[config.mk]
export PLATFORM = sky130hd
export DESIGN_NAME = pli_divider
export DESIGN_NICKNAME = d
export VERILOG_FILES = /design/src/design/pli_divider.sv
export SDC_FILE = /design/constraint.sdc
export NUM_CORES = 1
export LEC_CHECK = 0
export BUFFER_PORTS_ARGS = -buffer_cell sky130_fd_sc_hd__buf_2
export CAP_MARGIN = 20
export CORE_MARGIN = 2
export CORE_UTILIZATION = 55
export CTS_CLUSTER_SIZE = 20
export DETAILED_ROUTE_END_ITERATION = 7
export PLACE_DENSITY = 0.91
export SYNTH_ARGS = -nofsm -noshare
export SYNTH_HDL_FRONTEND = slang
export SYNTH_SLANG_ARGS = --single-unit
[constraint.sdc]
create_clock -name clock -period 7.4 [get_ports clock]
set_input_delay 0.74 -clock clock [delete_from_list [all_inputs] [get_ports clock]]
set_output_delay 0.74 -clock clock [all_outputs]
set_load 0.03 [all_outputs]
[src/design/pli_divider.sv]
// Restoring divider for the interpolator: one quotient bit per cycle, capped quotient.
// Depends on nothing outside itself.
module pli_divider #(
   parameter int NUM_WIDTH = 128,
   parameter int DEN_WIDTH = 33,
   parameter int Q_WIDTH   = 34
) (
   input  logic                 clock,
   input  logic                 reset,
   input  logic                 start,
   input  logic [NUM_WIDTH-1:0] numer,
   input  logic [DEN_WIDTH-1:0] denom,
   input  logic [Q_WIDTH-1:0]   cap,
   output logic                 done,
   output logic [Q_WIDTH-1:0]   quot
);
   localparam int CW = $clog2(NUM_WIDTH + 1);
   logic [NUM_WIDTH-1:0] num_ff, num_in;
   logic [DEN_WIDTH:0]   rem_ff, rem_in;
   logic [Q_WIDTH-1:0]   q_ff, q_in;
   logic                 over_ff, over_in;
   logic [CW-1:0]        cnt_ff, cnt_in;
   logic                 busy_ff, busy_in;
   logic [DEN_WIDTH:0]   shifted;
   logic                 take;
   logic [Q_WIDTH:0]     qn;

   always_comb begin
      shifted = {rem_ff[DEN_WIDTH-1:0], num_ff[NUM_WIDTH-1]};
      take    = shifted >= {1'b0, denom};
      qn      = {q_ff, take};
      num_in = num_ff; rem_in = rem_ff; q_in = q_ff; over_in = over_ff;
      cnt_in = cnt_ff; busy_in = busy_ff;
      if (start) begin
         num_in = numer; rem_in = '0; q_in = '0; over_in = 1'b0;
         cnt_in = CW'(NUM_WIDTH); busy_in = 1'b1;
      end else if (busy_ff) begin
         num_in = {num_ff[NUM_WIDTH-2:0], 1'b0};
         rem_in = take ? shifted - {1'b0, denom} : shifted;
         if (!over_ff) begin
            // quotient saturates once it passes the cap
            if (qn > {1'b0, cap}) begin
               q_in = cap; over_in = 1'b1;
            end else begin
               q_in = qn[Q_WIDTH-1:0];
            end
         end
         cnt_in = cnt_ff - 1'b1;
         if (cnt_ff == CW'(1)) busy_in = 1'b0;
      end
   end

   always_ff @(posedge clock) begin
      num_ff <= num_in; rem_ff <= rem_in; q_ff <= q_in; over_ff <= over_in;
      cnt_ff <= cnt_in;
      if (reset) busy_ff <= 1'b0;
      else busy_ff <= busy_in;
   end

   assign done = busy_ff && (cnt_ff == CW'(1));
   assign quot = q_in;

`ifndef SYNTHESIS
   a_cap: assert property (@(posedge clock) disable iff (reset) busy_ff |-> q_ff <= cap)
      else $error("quotient above cap");
   a_cnt: assert property (@(posedge clock) disable iff (reset)
      busy_ff |-> cnt_ff != '0) else $error("divider count zero while busy");
   a_done: assert property (@(posedge clock) disable iff (reset)
      done |=> !busy_ff || $past(start)) else $error("divider busy after done");
`endif
endmodule

==> results.ini <==
[critical_path]
r2r-start = num_ff[127]
worstPathRequired_ns = 6.66
arrival_ns = 5.92
startpoint = num_ff[127]
worstSetupPathType = flip-flop to output port
endpoint_kind = output port
cp_max_fo = 24
crit_path_start_kind = flip-flop

[yosys]
yosysSeqAreaShare_pct = 46.9
ys_ff_latch = 205
syn_area_um2 = 11500
muxShareOfSynthArea_pct = 16.6
yosys_warnings = 0
synthSimpleGateAreaFrac_pct = 8.16
synth_compound_area_share_pct = 13.9
syn_inst = 1050
synth_top_family_by_area = multiplexers
syn_nets = 1318
synth.area.top_cells = edfxtp_1 (33%), dfxtp_1 (13%), mux2_2 (12%)
synth_top_area_cell = edfxtp_1
synthFlopType = edfxtp_1
synth-edff-count = 128
synthXorXnorAreaFrac_pct = 2.21
ys_types = 61
syn_area_per_cell_um2 = 10.9
ys_async_sr_fraction_pct = 0
synth-adder-area-share_pct = 7.69
synth_top_area_share_pct = 33.5

[clocking]
cts_max_level = 1
hold_buffers = 0
cts_buffer_depth = 3
post-cts-setup-buffers = 0
cts_made_buffers = 23
cts_root_buf = clkbuf_16
cts_sinks = 205
clk-insertion-delay-late_ns = 0.51
clk_pin_slew_ns = 0.06
cts_tree = done
cts_resized = 0

[min_path]
worstHoldStart = reset
min_path_type = primary input to flip-flop

[layout]
final_common_cell = buf_2
final_cell_area_um2 = 13600
drive_above_1_share_pct = 32.0
synthToLayoutAreaGrowth_pct = 18.0
final_cell_mix = buf_2 (231), edfxtp_1 (128), mux2_2 (127), inv_1 (78), a21oi_1 (77)
fin_nets = 1534
instances_no_fill = 1553

[floorplan]
die_h_um = 148
floorplan.initialDensity_pct = 56.4
num_rows = 52
die_w_um = 148
die_area_um2 = 22100
io_pins = 233
coreArea_um2 = 20400

[global_routing]
grt_util_met3_pct = 6.75
grtUsageTotal_pct = 24.4
grt_pass1_wl_um = 43700
grt_pass1_vias = 8938
antenna_found_initial = 2
use_met2_pct = 41.4
grt_max_degree = 88
overflow = 0
grt_use_met1_pct = 29.5
top_usage_layer = met2

[place]
dp_hpwl_um = 19800
routabilityCongestion = 0.906
place_area_um2 = 12900
place_inst = 1511
port_buffers = 232

[route]
drt_pass1_iterations = 5
drc = 0
wire_per_inst_um = 18.0
viasPerCell = 5.73
ant_nets = 0
routed_wirelength_um = 27900
vias = 8903
first_iter_violations = 528

[timing]
slew_headroom_pct = 30.1
tns_ns = 0
fmax_mhz = 150
period_share_pct = 90.0
worstMarginPinSlew_ns = 1.05
rsz0062_at_grt = no
final_hold_viol_count = 0
post-route-min-period_ns = 6.66
finClkSkew_ns = 0.0140
finalSetupViolCount = 0
final_max_slew_viol_count = 0

[run]
cap_violations = 0

[power_and_ir_drop]
leakage_uw = 0.00609
ir_drop_mv = 0.230
p_per_area_nw_per_um2 = 226
p_total_uw = 3070

[run_status]
status = finished clean

## flip-flops by register name, summed over array words and instances (netlist names)
signal / count
num_ff: 128
q_ff: 34
rem_ff: 33
cnt_ff: 8
busy_ff: 1
over_ff: 1
## final timing paths
check	to	slack, ns	cells after the start
hold reg to reg	rem_ff[2]	0.47	2
setup / recovery	quot[33]	0.74	24
hold / removal	busy_ff	0.38	2
setup reg to reg	q_ff[33]	2.06	23
## power by group
group	total [uW]	leakage (uW)	internal [uW]	switching [uW]
clock	1070	0.000340	628	442
combinational	589	0.00383	262	327
sequential	1410	0.00192	1350	61.0
## metal layers
layer | share of wire (%) | up-vias
li1 | - | 4306
met1 | 40 | 4191
met2 | 49 | 325
met3 | 7.6 | 81
met4 | 3.5 | 0
met5 | 0 | -
## worst max-delay path, cell delays in order (launching register included)
cell and delay (ns):
edfxtp_1 0.46, inv_1 0.12, ha_1 0.20, fa_1 0.24, nand2b_1 0.14, a21oi_1 0.11
o21ai_1 0.19, a21oi_1 0.14, o21ai_1 0.26, and3_1 0.52, nor2_8 0.20, inv_4 0.28
ha_1 0.21, inv_1 0.04, a21o_1 0.16, a21oi_1 0.14, o22ai_1 0.09, a2111oi_0 0.41
o211ai_1 0.22, o21ai_4 0.27, buf_16 0.25, buf_4 0.19, mux2i_1 0.20, a21oi_1 0.11
buf_2 0.23
## layout make-up
| cell class | count | area (um^2) |
|---|---|---|
| repair buffers | 238 | 1230 |
| fillers | 1467 | 6810 |
| multi-input cells | 718 | 5590 |
| well taps | 270 | 338 |
| flip-flops and latches | 205 | 5390 |
| clock buffers | 34 | 637 |
| inverters | 80 | 305 |
| diodes | 1 | 2.50 |
| clock inverters | 7 | 60.1 |
## kinds of logic (layout without fill, tap and decap cells)
kind of cell	count (synthesis)	after routing
compound gates	249	249
flops	205	205
simple gates	196	196
mux	174	174
buf+inv	127	359
fa+ha+maj	70	70
xor+xnor	29	29
other cells	0	1
## stage by stage
step	setup slack (ns)	hold WS (ns)	utilization [%]
after floorplan	1.71	0.441	-
after global placement	0.938	0.463	63.0
after detailed placement	0.862	0.465	63.1
after CTS	0.824	0.358	66.5
after global routing	0.383	0.362	66.5
final	0.743	0.375	66.5
## Yosys cell counts, types with 3 or more instances
library cell / number
inv_1: 79
a31oi_1: 4
o221ai_1: 3
edfxtp_1: 128
and3_1: 10
a21oi_1: 77
o211ai_1: 4
nand2b_1: 7
o31ai_1: 8
mux2i_1: 46
ha_1: 69
nor2_1: 61
nand4_1: 17
o21ai_0: 60
nand2_1: 55
buf_6: 5
xnor2_1: 14
a311oi_1: 6
nor2b_1: 5
clkbuf_1: 34
mux2_2: 127
a21o_1: 28
nor4_1: 4
o21a_1: 8
nand3_1: 12
a211oi_1: 14
and2_1: 3
a311oi_2: 4
o21bai_1: 3
o31a_1: 3
buf_2: 5
dfxtp_1: 77
a32oi_1: 4
xor2_1: 15
nor3_1: 12
o21ai_1: 10
No activity file was read; power rests on OpenSTA's default activity.
